### src/rtl/srst_pkg.sv
`timescale 1ns / 1ps

package srst_pkg;

    // Field widths
    localparam int YEAR_W   = 12;
    localparam int MONTH_W  = 4;
    localparam int DAY_W    = 5;
    localparam int WDAY_W   = 3;
    localparam int MINUTE_W = 11;
    localparam int RELAY_W  = 8;
    localparam int CODES_W  = 16;
    localparam int CFG_IDX_W  = 3;
    localparam int CFG_DATA_W = 16;

    // Signed working width for thresholds (covers -4096..4095)
    localparam int THR_W = 13;

    // Relays acted on: min(RELAY_COUNT, 8)
    localparam int RELAY_COUNT = 8;
    localparam int ACT_RELAYS  = (RELAY_COUNT < RELAY_W) ? RELAY_COUNT : RELAY_W;

    localparam logic [YEAR_W-1:0]       MIN_YEAR    = YEAR_W'(2020);
    localparam logic signed [THR_W-1:0] DAY_MINUTES = THR_W'(24 * 60);
    localparam logic [WDAY_W-1:0]       WDAY_NONE   = '0;
    localparam logic [WDAY_W-1:0]       DOW_LAST    = WDAY_W'(6);

    // State reset values
    localparam logic [YEAR_W-1:0]  RST_YEAR  = YEAR_W'(1970);
    localparam logic [MONTH_W-1:0] RST_MONTH = MONTH_W'(1);
    localparam logic [DAY_W-1:0]   RST_DAY   = DAY_W'(1);

    // Configuration register indexes
    localparam logic [CFG_IDX_W-1:0] REG_ACTIVE   = CFG_IDX_W'(0);
    localparam logic [CFG_IDX_W-1:0] REG_MODE     = CFG_IDX_W'(1);
    localparam logic [CFG_IDX_W-1:0] REG_OFF_HOUR = CFG_IDX_W'(2);
    localparam logic [CFG_IDX_W-1:0] REG_OFF_MIN  = CFG_IDX_W'(3);
    localparam logic [CFG_IDX_W-1:0] REG_DAY_MASK = CFG_IDX_W'(4);
    localparam logic [CFG_IDX_W-1:0] REG_ACTIONS  = CFG_IDX_W'(5);

    typedef enum logic [2:0] {
        MODE_EXACT         = 3'd0,
        MODE_BEFORE_RISE   = 3'd1,
        MODE_AFTER_RISE    = 3'd2,
        MODE_BEFORE_SET    = 3'd3,
        MODE_AFTER_SET     = 3'd4
    } mode_t;

    // Relay action codes
    localparam logic [1:0] ACT_OFF    = 2'd0;
    localparam logic [1:0] ACT_ON     = 2'd1;
    localparam logic [1:0] ACT_INVERT = 2'd2;
    localparam logic [1:0] ACT_SKIP   = 2'd3;

    typedef struct packed {
        logic                 active;
        logic [2:0]           mode;
        logic [4:0]           offset_hour;
        logic [5:0]           offset_minute;
        logic [6:0]           day_mask;
        logic [CODES_W-1:0]   action_codes;
    } cfg_t;

    typedef struct packed {
        logic [RELAY_W-1:0]   current_relays;
        logic [MINUTE_W-1:0]  sunset_minute;
        logic [MINUTE_W-1:0]  sunrise_minute;
        logic [MINUTE_W-1:0]  minute_of_day;
        logic [WDAY_W-1:0]    week_day;
        logic [DAY_W-1:0]     cal_day;
        logic [MONTH_W-1:0]   cal_month;
        logic [YEAR_W-1:0]    cal_year;
    } tick_t;

    localparam int TICK_W = $bits(tick_t);

endpackage

### src/rtl/sun_relative_schedule_trigger.sv
`timescale 1ns / 1ps

// Sun-relative schedule trigger.
// One input word per tick (date, weekday, minute of day, sunrise, sunset,
// current relay bits) enters on s_tvalid/s_tready; one result word per tick
// (fired, relays_out, changed) leaves on m_tvalid/m_tready.
// Config: cfg_we writes cfg_data into register cfg_index (0 active, 1 mode,
// 2 offset hour, 3 offset minute, 4 day mask, 5 action codes); write only
// while no tick is in flight.
// Two register stages: input register, then result register. A word is
// accepted into the input register, and m_tvalid rises once it moves on to
// the result register; throughput is one word per cycle unless m_tready stalls.
// The elapsed compare and the relay update are one short cone between the
// two registers; the last-date/last-elapsed state is updated as a tick of a
// year from 2020 on moves into the result register, so the tick behind it sees it at once.
// When the receiver stalls, the result word holds and the input register
// still fills; s_tready drops only when both stages hold a word and
// m_tready is low.
// Reset (rst_n low, asynchronous) empties both stages, restores the
// configuration defaults (inactive, action codes all skip) and sets the
// last date to 1970-01-01 with last-elapsed clear.
module sun_relative_schedule_trigger
#(
    parameter int RELAY_COUNT = srst_pkg::RELAY_COUNT
)
(
    input  logic        clk,
    input  logic        rst_n,
    input  logic        s_tvalid,
    output logic        s_tready,
    // [11:0] cal_year, [15:12] cal_month, [20:16] cal_day, [23:21] week_day,
    // [34:24] minute_of_day, [45:35] sunrise_minute, [56:46] sunset_minute,
    // [64:57] current_relays, [71:65] zero
    input  logic [71:0] s_tdata,
    output logic        m_tvalid,
    input  logic        m_tready,
    // [0] fired, [8:1] relays_out, [9] changed, [15:10] zero
    output logic [15:0] m_tdata,
    input  logic        cfg_we,
    input  logic [srst_pkg::CFG_IDX_W-1:0]  cfg_index,
    input  logic [srst_pkg::CFG_DATA_W-1:0] cfg_data
);

    // Configuration
    srst_pkg::cfg_t cfg_reg;

    always_ff @(posedge clk or negedge rst_n)
    begin
        if (!rst_n)
        begin
            cfg_reg.active        <= 1'b0;
            cfg_reg.mode          <= srst_pkg::MODE_EXACT;
            cfg_reg.offset_hour   <= '0;
            cfg_reg.offset_minute <= '0;
            cfg_reg.day_mask      <= '0;
            cfg_reg.action_codes  <= '1;
        end
        else if (cfg_we)
        begin
            case (cfg_index)
                srst_pkg::REG_ACTIVE:   cfg_reg.active        <= cfg_data[0];
                srst_pkg::REG_MODE:     cfg_reg.mode          <= cfg_data[2:0];
                srst_pkg::REG_OFF_HOUR: cfg_reg.offset_hour   <= cfg_data[4:0];
                srst_pkg::REG_OFF_MIN:  cfg_reg.offset_minute <= cfg_data[5:0];
                srst_pkg::REG_DAY_MASK: cfg_reg.day_mask      <= cfg_data[6:0];
                srst_pkg::REG_ACTIONS:  cfg_reg.action_codes  <= cfg_data;
                default: ;
            endcase
        end
    end

    // Pipeline control
    logic in_valid_reg;
    logic in_valid_next;
    logic out_valid_reg;
    logic out_valid_next;
    logic advance;
    logic accept;

    srst_pkg::tick_t tick_reg;

    assign advance  = !out_valid_reg || m_tready;
    assign s_tready = !in_valid_reg || advance;
    assign accept   = s_tvalid && s_tready;

    always_comb
    begin
        in_valid_next  = in_valid_reg;
        out_valid_next = out_valid_reg;
        if (advance)
        begin
            out_valid_next = in_valid_reg;
        end
        if (s_tready)
        begin
            in_valid_next = s_tvalid;
        end
    end

    always_ff @(posedge clk or negedge rst_n)
    begin
        if (!rst_n)
        begin
            in_valid_reg  <= 1'b0;
            out_valid_reg <= 1'b0;
        end
        else
        begin
            in_valid_reg  <= in_valid_next;
            out_valid_reg <= out_valid_next;
        end
    end

    always_ff @(posedge clk)
    begin
        if (accept)
        begin
            tick_reg <= srst_pkg::tick_t'(s_tdata[srst_pkg::TICK_W-1:0]);
        end
    end

    // Tick evaluation
    logic elapsed;
    logic valid_year;
    logic blocked;
    logic fire_now;
    logic [srst_pkg::RELAY_W-1:0] relays_calc;
    logic changed_calc;

    logic [srst_pkg::YEAR_W-1:0]  last_year_reg;
    logic [srst_pkg::MONTH_W-1:0] last_month_reg;
    logic [srst_pkg::DAY_W-1:0]   last_day_reg;
    logic                         last_elapsed_reg;

    srst_elapsed u_elapsed
    (
        .cfg            (cfg_reg),
        .week_day       (tick_reg.week_day),
        .minute_of_day  (tick_reg.minute_of_day),
        .sunrise_minute (tick_reg.sunrise_minute),
        .sunset_minute  (tick_reg.sunset_minute),
        .elapsed        (elapsed)
    );

    assign valid_year = tick_reg.cal_year >= srst_pkg::MIN_YEAR;
    // Fires only once per run of elapsed ticks, and never right after a
    // tick whose year, month or day field is lower than this tick's.
    assign blocked    = (last_year_reg < tick_reg.cal_year)
                        || (last_month_reg < tick_reg.cal_month)
                        || (last_day_reg < tick_reg.cal_day)
                        || last_elapsed_reg;
    assign fire_now   = valid_year && elapsed && !blocked;

    srst_action
    #(
        .RELAY_COUNT (RELAY_COUNT)
    )
    u_action
    (
        .fire         (fire_now),
        .action_codes (cfg_reg.action_codes),
        .relays_in    (tick_reg.current_relays),
        .relays_out   (relays_calc),
        .changed      (changed_calc)
    );

    // Date / elapsed history, updated as a valid tick moves to the result
    always_ff @(posedge clk or negedge rst_n)
    begin
        if (!rst_n)
        begin
            last_year_reg    <= srst_pkg::RST_YEAR;
            last_month_reg   <= srst_pkg::RST_MONTH;
            last_day_reg     <= srst_pkg::RST_DAY;
            last_elapsed_reg <= 1'b0;
        end
        else if (advance && in_valid_reg && valid_year)
        begin
            last_year_reg    <= tick_reg.cal_year;
            last_month_reg   <= tick_reg.cal_month;
            last_day_reg     <= tick_reg.cal_day;
            last_elapsed_reg <= elapsed;
        end
    end

    // Result register
    logic                         fired_reg;
    logic [srst_pkg::RELAY_W-1:0] relays_reg;
    logic                         changed_reg;

    always_ff @(posedge clk)
    begin
        if (advance && in_valid_reg)
        begin
            fired_reg   <= fire_now;
            relays_reg  <= relays_calc;
            changed_reg <= changed_calc;
        end
    end

    assign m_tvalid = out_valid_reg;
    assign m_tdata  = {6'b0, changed_reg, relays_reg, fired_reg};

    // Checks
    a_changed_needs_fire: assert property (@(posedge clk) disable iff (!rst_n)
        (m_tvalid && !m_tdata[0]) |-> !m_tdata[9])
        else $error("changed set on a word that did not fire");

    a_fire_marks_elapsed: assert property (@(posedge clk) disable iff (!rst_n)
        (advance && in_valid_reg && fire_now) |=> last_elapsed_reg)
        else $error("last elapsed not set after firing");

    a_old_year_keeps_state: assert property (@(posedge clk) disable iff (!rst_n)
        (advance && in_valid_reg && !valid_year) |=>
            ($stable(last_year_reg) && $stable(last_elapsed_reg)))
        else $error("history changed on a tick before the minimum year");

endmodule

### src/rtl/srst_elapsed.sv
`timescale 1ns / 1ps

// Elapsed check for one tick: threshold from mode/offset, day wrap, weekday mask.
module srst_elapsed
(
    input  srst_pkg::cfg_t                       cfg,
    input  logic [srst_pkg::WDAY_W-1:0]          week_day,
    input  logic [srst_pkg::MINUTE_W-1:0]        minute_of_day,
    input  logic [srst_pkg::MINUTE_W-1:0]        sunrise_minute,
    input  logic [srst_pkg::MINUTE_W-1:0]        sunset_minute,
    output logic                                 elapsed
);

    localparam int TW = srst_pkg::THR_W;

    logic [TW-1:0]                off_u;
    logic signed [TW-1:0]         off_s;
    logic signed [TW-1:0]         now_s;
    logic signed [TW-1:0]         sun_s;
    logic signed [TW-1:0]         thr_sub;
    logic signed [TW-1:0]         thr_add;
    logic signed [TW-1:0]         thr;
    logic [srst_pkg::WDAY_W-1:0]  dow;
    logic [srst_pkg::WDAY_W-1:0]  dow_next;
    logic [srst_pkg::WDAY_W-1:0]  dow_prev;
    logic [srst_pkg::WDAY_W-1:0]  dow_sel;
    logic                         mode_ok;

    assign off_u = TW'(cfg.offset_hour) * TW'(60) + TW'(cfg.offset_minute);
    assign off_s = $signed(off_u);
    assign now_s = $signed(TW'(minute_of_day));

    assign dow      = week_day - srst_pkg::WDAY_W'(1);
    assign dow_next = (dow == srst_pkg::DOW_LAST) ? '0 : dow + srst_pkg::WDAY_W'(1);
    assign dow_prev = (dow == '0) ? srst_pkg::DOW_LAST : dow - srst_pkg::WDAY_W'(1);

    always_comb
    begin
        sun_s   = $signed(TW'(sunrise_minute));
        thr     = off_s;
        dow_sel = dow;
        mode_ok = 1'b1;
        thr_sub = '0;
        thr_add = '0;
        case (cfg.mode)
            srst_pkg::MODE_EXACT:
            begin
                thr = off_s;
            end
            srst_pkg::MODE_BEFORE_RISE,
            srst_pkg::MODE_BEFORE_SET:
            begin
                if (cfg.mode == srst_pkg::MODE_BEFORE_SET)
                begin
                    sun_s = $signed(TW'(sunset_minute));
                end
                thr_sub = sun_s - off_s;
                if (thr_sub < 0)
                begin
                    thr     = thr_sub + srst_pkg::DAY_MINUTES;
                    dow_sel = dow_next;
                end
                else
                begin
                    thr = thr_sub;
                end
            end
            srst_pkg::MODE_AFTER_RISE,
            srst_pkg::MODE_AFTER_SET:
            begin
                if (cfg.mode == srst_pkg::MODE_AFTER_SET)
                begin
                    sun_s = $signed(TW'(sunset_minute));
                end
                thr_add = sun_s + off_s;
                if (thr_add >= srst_pkg::DAY_MINUTES)
                begin
                    thr     = thr_add - srst_pkg::DAY_MINUTES;
                    dow_sel = dow_prev;
                end
                else
                begin
                    thr = thr_add;
                end
            end
            default:
            begin
                mode_ok = 1'b0;
            end
        endcase
    end

    assign elapsed = cfg.active && (week_day != srst_pkg::WDAY_NONE) && mode_ok
                     && cfg.day_mask[dow_sel] && (now_s >= thr);

endmodule

### src/rtl/srst_action.sv
`timescale 1ns / 1ps

// Per-relay set / clear / invert / skip, applied only when the schedule fires.
module srst_action
#(
    parameter int RELAY_COUNT = srst_pkg::RELAY_COUNT
)
(
    input  logic                                fire,
    input  logic [srst_pkg::CODES_W-1:0]        action_codes,
    input  logic [srst_pkg::RELAY_W-1:0]        relays_in,
    output logic [srst_pkg::RELAY_W-1:0]        relays_out,
    output logic                                changed
);

    // only relays that fit in the relay word are acted on
    localparam int ACT_N = (RELAY_COUNT < srst_pkg::RELAY_W) ? RELAY_COUNT
                                                              : srst_pkg::RELAY_W;

    logic [srst_pkg::RELAY_W-1:0] applied;

    always_comb
    begin
        applied = relays_in;
        for (int i = 0; i < ACT_N; i++)
        begin
            case (action_codes[2*i +: 2])
                srst_pkg::ACT_OFF:    applied[i] = 1'b0;
                srst_pkg::ACT_ON:     applied[i] = 1'b1;
                srst_pkg::ACT_INVERT: applied[i] = ~relays_in[i];
                srst_pkg::ACT_SKIP:   applied[i] = relays_in[i];
                default:              applied[i] = relays_in[i];
            endcase
        end
    end

    assign relays_out = fire ? applied : relays_in;
    assign changed    = fire && (applied != relays_in);

endmodule
### config.mk
export PLATFORM = sky130hd
export DESIGN_NAME = sun_relative_schedule_trigger
export DESIGN_NICKNAME = d
export VERILOG_FILES = /design/src/rtl/srst_pkg.sv /design/src/rtl/sun_relative_schedule_trigger.sv /design/src/rtl/srst_elapsed.sv /design/src/rtl/srst_action.sv
export SDC_FILE = /design/constraint.sdc
export NUM_CORES = 1
export LEC_CHECK = 0
export BUFFER_PORTS_ARGS = -buffer_cell sky130_fd_sc_hd__buf_2
export CAP_MARGIN = 30
export CELL_PAD_IN_SITES_DETAIL_PLACEMENT = 1
export CELL_PAD_IN_SITES_GLOBAL_PLACEMENT = 1
export CORE_ASPECT_RATIO = 1.75
export CORE_MARGIN = 10
export CORE_UTILIZATION = 25
export DETAILED_ROUTE_END_ITERATION = 8
export HOLD_SLACK_MARGIN = 0.03
export PLACE_DENSITY = 0.52
export SYNTH_ARGS = -nofsm -noshare
export SYNTH_HDL_FRONTEND = slang
export SYNTH_SLANG_ARGS = --single-unit
### constraint.sdc
create_clock -name clk -period 9.3 [get_ports clk]
set_clock_uncertainty 0.05 [all_clocks]
set_input_delay 0.93 -clock clk [delete_from_list [all_inputs] [get_ports clk]]
set_output_delay 0.93 -clock clk [all_outputs]
set_load 0.005 [all_outputs]
Word level (Yosys, flattened, before mapping)
Index checks and enable logic that the tools add are counted.
{"block": "word_totals", "ff_bits": 137, "input_bits": 96, "out_inout_bits": 18}
{"block": "op_classes", "addsub": 8, "mul": 1, "n_lt_le_gt_ge": 8, "n_eq_ne": 35, "mux": 24, "bitwise_logic": 8, "n_reduce_logical": 39}
{"op": "13-bit 2-to-1 mux", "n": 4}
{"op": "2-bit == test, second input constant", "n": 16}
{"op": "1-bit one-hot mux with 4 select lines", "n": 8}
{"op": "13-bit one-hot mux with 2 select lines", "n": 1}
{"op": "11-bit 2-to-1 mux", "n": 2}
{"op": "2-bit by 1-bit == test with 1-bit output, second input constant", "n": 8}
{"op": "2-bit logical NOT", "n": 8}
{"op": "13-bit by 12-bit adder with 13-bit output, second input constant", "n": 1}
{"op": "13-bit adder", "n": 1}
{"op": "12-bit by 13-bit greater-or-equal comparator with 1-bit output", "n": 1}
{"op": "13-bit by 12-bit greater-or-equal comparator with 1-bit output, second input constant", "n": 1}
{"op": "13-bit by 1-bit less-than comparator with 1-bit output, second input constant", "n": 1}
{"op": "13-bit by 12-bit subtractor with 13-bit output, second input constant", "n": 1}
{"op": "13-bit subtractor", "n": 1}
{"op": "11-bit by 6-bit adder with 12-bit output", "n": 1}
{"op": "3-bit by 2-bit == test with 1-bit output, second input constant", "n": 4}
{"op": "3-bit == test, second input constant", "n": 4}
{"op": "12-bit by 11-bit greater-or-equal comparator with 1-bit output, second input constant", "n": 1}
{"op": "12-bit less-than comparator", "n": 1}
{"op": "3-bit 2-to-1 mux", "n": 4}
{"op": "2-bit AND reduction", "n": 6}
{"op": "1-bit logical AND", "n": 10}
{"op": "3-bit logical NOT", "n": 3}
{"op": "5-bit by 4-bit multiplier with 9-bit output, second input constant", "n": 1}
{"op": "17 further kinds", "n": 34}

Longest topological paths before layout
{"block": "depth", "depth_word": 14, "depth_mapped": 33, "mapped_depth_nobuf": 31}

Cells and area by module
A second synthesis with hierarchy kept.
{"block": "hier_totals", "cells_unflattened": 800, "area_unflattened_um2": 8919.8}
{"module": "sun_relative_schedule_trigger", "instances": 1, "cells_per_inst": 312, "area_each_um2": 5191.2, "seq_area_each_um2": 3834.9}
{"module": "srst_elapsed", "instances": 1, "cells_per_inst": 423, "area_each_um2": 3348.2, "seq_area_each_um2": 0.0}
{"module": "srst_action", "instances": 1, "cells_per_inst": 65, "area_each_um2": 380.4, "seq_area_each_um2": 0.0}

Worst setup path after synthesis
OpenSTA, ideal clock, no wires.
{"block": "synth_timing", "kind": "reg2reg", "startpoint": "register cfg_reg[29] (netlist bit)", "endpoint": "register relays_reg[1] (netlist bit) (data pin)", "setup_ps": 170, "arrival_ps": 6867, "path_slack_ps": 2213, "path_stages_with_launch": 34, "period_less_slack_ps": 7087, "path_cell_list": "dfrtp_1 -> fa_1 -> inv_1 -> fa_1 -> inv_1 -> fa_1 -> ha_1 -> o21ai_1 -> nand2_1 -> xnor2_1 -> ha_1 -> o21a_1 -> o31ai_1 -> o311ai_0 -> ha_1 -> a211oi_1 -> a31oi_1 -> and3_4 -> o21a_2 -> nor2_1 -> nand2_1 -> xnor2_1 -> a221oi_1 -> ha_1 -> nor2_1 -> a211oi_1 -> o21ai_0 -> a221oi_1 -> o211ai_1 -> and4bb_1 -> buf_6 -> buf_8 -> a21oi_2 -> a311oi_2"}
{"block": "synth_between", "elab_chain_len": 13}
{"element": "start, declared", "line": "sun_relative_schedule_trigger.sv:45", "rtl": "srst_pkg::cfg_t cfg_reg;"}
{"element": "5-bit by 4-bit multiplier with 9-bit output *", "line": "srst_elapsed.sv:29", "rtl": "assign off_u = TW'(cfg.offset_hour) * TW'(60) + TW'(cfg.offset_minute);"}
{"element": "11-bit by 6-bit adder with 12-bit output *", "line": "srst_elapsed.sv:29"}
{"element": "branches (longest 7 deep; another with 13-bit adder)"}
{"element": "1-bit logical AND *", "line": "srst_elapsed.sv:94", "rtl": "&& cfg.day_mask[dow_sel] && (now_s >= thr);"}
{"element": "1-bit logical AND * (2 in a row)", "line": "sun_relative_schedule_trigger.sv:152", "rtl": "assign fire_now = valid_year && elapsed && !blocked;"}
{"element": "via fire_now", "line": "sun_relative_schedule_trigger.sv:126", "rtl": "logic fire_now;"}
{"element": "8-bit 2-to-1 mux *", "line": "srst_action.sv:37", "rtl": "assign relays_out = fire ? applied : relays_in;"}
{"element": "via relays_calc, one bit", "line": "sun_relative_schedule_trigger.sv:127", "rtl": "logic [srst_pkg::RELAY_W-1:0] relays_calc;"}
{"element": "end signal, assigned", "line": "sun_relative_schedule_trigger.sv:196", "rtl": "relays_reg <= relays_calc;"}
{"element": "end, declared", "line": "sun_relative_schedule_trigger.sv:188", "rtl": "logic [srst_pkg::RELAY_W-1:0] relays_reg;"}
Mark *: on every way through the listed nets, which the timed path passes. The select of a mux whose other input is x is not followed.
A chain may end at the register's enable or synchronous reset.

Final worst setup path
{"block": "layout_timing", "startpoint": "register cfg_reg[29] (netlist bit)", "endpoint": "register relays_reg[5] (netlist bit) (data pin)"}
{"block": "layout_between", "elab_chain_len": 13}
{"element": "5-bit by 4-bit multiplier with 9-bit output *", "line": "srst_elapsed.sv:29"}
{"element": "11-bit by 6-bit adder with 12-bit output *", "line": "srst_elapsed.sv:29"}
{"element": "branches (longest 7 deep; another with 13-bit adder)"}
{"element": "1-bit logical AND *", "line": "srst_elapsed.sv:94"}
{"element": "1-bit logical AND * (2 in a row)", "line": "sun_relative_schedule_trigger.sv:152"}
{"element": "8-bit 2-to-1 mux *", "line": "srst_action.sv:37"}
{"element": "via relays_calc, one bit", "line": "sun_relative_schedule_trigger.sv:127"}
Marked as above.

==> out/metrics.csv <==
stage,metric,value,unit
floorplanning,initial_core_util,0.2525,
routing,routed_via_density,4.679,
yosys,synthTopCellsByCount,"edfxtp_1 (75), mux2_2 (72), ha_1 (71)",
routing,vias,6536,
yosys,yosys_register_bits,137,
cells_and_area,largest_register_ffs,65,
global_route,grt_pass1_vias,7253,
global_route,antenna_found_initial,0,
hold_path,min_path_type,flop to flop,
clocking,hold_buffers,0,
floorplanning,die_width,164.2,µm
cells_and_area,n_fill_cell,4051,
critical_path,cp.arrival,8.77,ns
critical_path,critical_path.max_fanout,18,
critical_path,startpoint_type,flop,
yosys,netlist_area,9099,µm²
sta,post-route-period-util,0.9281,
placed_design,io_buffers,100,
cells_and_area,area_growth,18.39,%
routing,wl,25360,µm
cells_and_area,n_antenna_cell,0,
sta,max_slew_margin,0.2827,
yosys,synthesis.yosys.warnings,0,
cells_and_area,multi_input_area,4893,µm²
critical_path,crit_path_frequent_cell,ha_1,
clocking,ctsResizeCount,0,
yosys,yosysMostFrequentCell,edfxtp_1,
clocking,cts_setup_buffers,0,
yosys,avgSynthCellArea,11.32,µm²
floorplanning,die_area,44730,µm²
critical_path,r2r_slack,0.67,ns
critical_path,crit_path_max_incr_delay,0.59,ns
critical_path,cp-end-kind,flop,
yosys,synth.distinct_cells,91,
yosys,synthFlopType,edfxtp_1,
sta,rsz0062_at_grt,false,
placed_design,gp_congestion,0.8342,
floorplanning,core_area,36030,µm²
placed_design,hpwl,19730,µm
sta,timing.fmax,115.9,MHz
routing,first_pass_iters,4,
routing,wire_per_inst,18.15,µm
sta,drv_slew,0,
clocking,cts_max_path_buffers,2,
floorplanning,rows,92,
cells_and_area,final_layout_size_suffix_gt1_frac,0.2913,
cells_and_area,final-seq-area,3835,µm²
placed_design,dp_cells,1364,
flow_run,maxCapViolCount,0,
sta,tightest_slew,1.062,ns
yosys,synthArstFlopShare,0.4526,
global_route,track_usage,0.1165,
clocking,cts-htree-levels,4,
critical_path,critPathKind,flop to flop,
sta,setup-tns-final,0,ns
clocking,clock-sinks,137,
sta,setup_violations,0,
yosys,synth-seq-area-share,0.4215,
routing,drt_first_iter_violations,206,
global_route,grt.overflow.total,0,
yosys,synth-edff-count,75,
routing,antenna_left,0,
critical_path,cp.required,9.43,ns
global_route,grt_pass1_wl,39990,µm
yosys,synth_top_area_frac,0.2475,
global_route,grt_max_degree,66,
cells_and_area,fin_cells,1397,
clocking,clk_latency,0.44,ns
yosys,synthCells,804,
sta,finalHoldViolations,0,
yosys,synth_area_leaders,"edfxtp_1 (25%), dfrtp_1 (10%), ha_1 (9.8%)",
clocking,tritoncts,done,
cells_and_area,nets,1091,
status,status,completed,
placed_design,placed_cell_area,10170,µm²
cells_and_area,fin_area,10770,µm²
placed_design,place_ws,0.6358,ns
sta,setup_ws,0.6690,ns
sta,period_needed,8.631,ns
floorplanning,die_h,272.4,µm
critical_path,slowest_stage,fa_1,
clocking,clk_pin_slew,0.07,ns
clocking,cts_buffers,17,
yosys,synth_top_area_cell,edfxtp_1,
clocking,root_buffer,clkbuf_16,
routing,drc_errors,0,
floorplanning,ioPinCount,114,
## metal layers
metal	part of all wire	vias up	track usage
met5	0	-	0
met4	0.025	0	0.04696
met3	0.036	25	0.02719
met2	0.56	97	0.2206
met1	0.38	3234	0.1179
li1	-	3180	-
## kinds of logic after synthesis
| family | after synthesis | synth area share |
|---|---|---|
| AOI/OAI and AO/OA | 186 | 0.1495 |
| xor gates and xnor gates | 47 | 0.05432 |
| adders and majority gates | 85 | 0.1247 |
| buffers and inverters | 93 | 0.04414 |
| DFF | 137 | 0.4215 |
| muxes | 81 | 0.09915 |
| other | 1 | 0.0004121 |
| and+or+nand+nor | 174 | 0.1063 |
## per-stage QoR
stage / utilization / hold slack, ns
detailed placement: 0.2823 / 0.4318
global route: 0.2990 / 0.4679
global placement: 0.2810 / 0.4179
floorplan: - / 0.3990
CTS: 0.2982 / 0.4464
finish: 0.2990 / 0.4426
## layout by cell type (no fill, tap or decap), drive strengths merged, types with 5 or more instances in the layout
| cell | instances |
|---|---|
| o21a | 13 |
| buf | 111 |
| nand4b | 5 |
| xor2 | 13 |
| nor3 | 20 |
| o22a | 5 |
| edfxtp | 75 |
| nand2b | 15 |
| nor3b | 5 |
| a21o | 13 |
| inv | 74 |
| nor2b | 10 |
| dfrtp | 37 |
| a221oi | 7 |
| nand3 | 10 |
| clkbuf | 20 |
| o22ai | 10 |
| mux2 | 73 |
| ha | 71 |
| xnor2 | 31 |
| mux2i | 8 |
| o31a | 6 |
| dfstp | 25 |
| and2 | 5 |
| o211ai | 9 |
| nor2 | 39 |
| a211oi | 12 |
| a21oi | 34 |
| o21ai | 36 |
| a21boi | 6 |
| fa | 10 |
| or3 | 5 |
| nand2 | 34 |
| conb | 6 |
## worst paths after layout
path	start	endpoint	cells past startpoint
max	cfg_reg[29]	relays_reg[5]	32
min	in_valid_reg	m_tvalid	1
max reg2reg	cfg_reg[29]	relays_reg[5]	32
min reg2reg	in_valid_reg	m_tvalid	1
max in group asynchronous	rst_n	cfg_reg[33]	2
min in group asynchronous	rst_n	last_year_reg[0]	2
## area by class of cell
cell class	count	area share
clock buffer	20	0.04251
clock inverter	12	0.01057
inverter	68	0.02370
multi-input combinational	579	0.4543
sequential	137	0.3560
tap	470	0.05459
timing repair buffer	111	0.05831
## critical path, delay by kind of cell (launching register included)
kind / cells / cell delay (ns)
xor+xnor: 2 / 0.59
fa+ha+maj: 7 / 2.86
flops: 1 / 0.44
simple gates: 6 / 1.10
compound gates: 14 / 2.95
buf+inv: 3 / 0.37
Power is left out: the tool's default activity adds up to more than one toggle a clock period on the data nets, which glitch-free logic cannot reach.
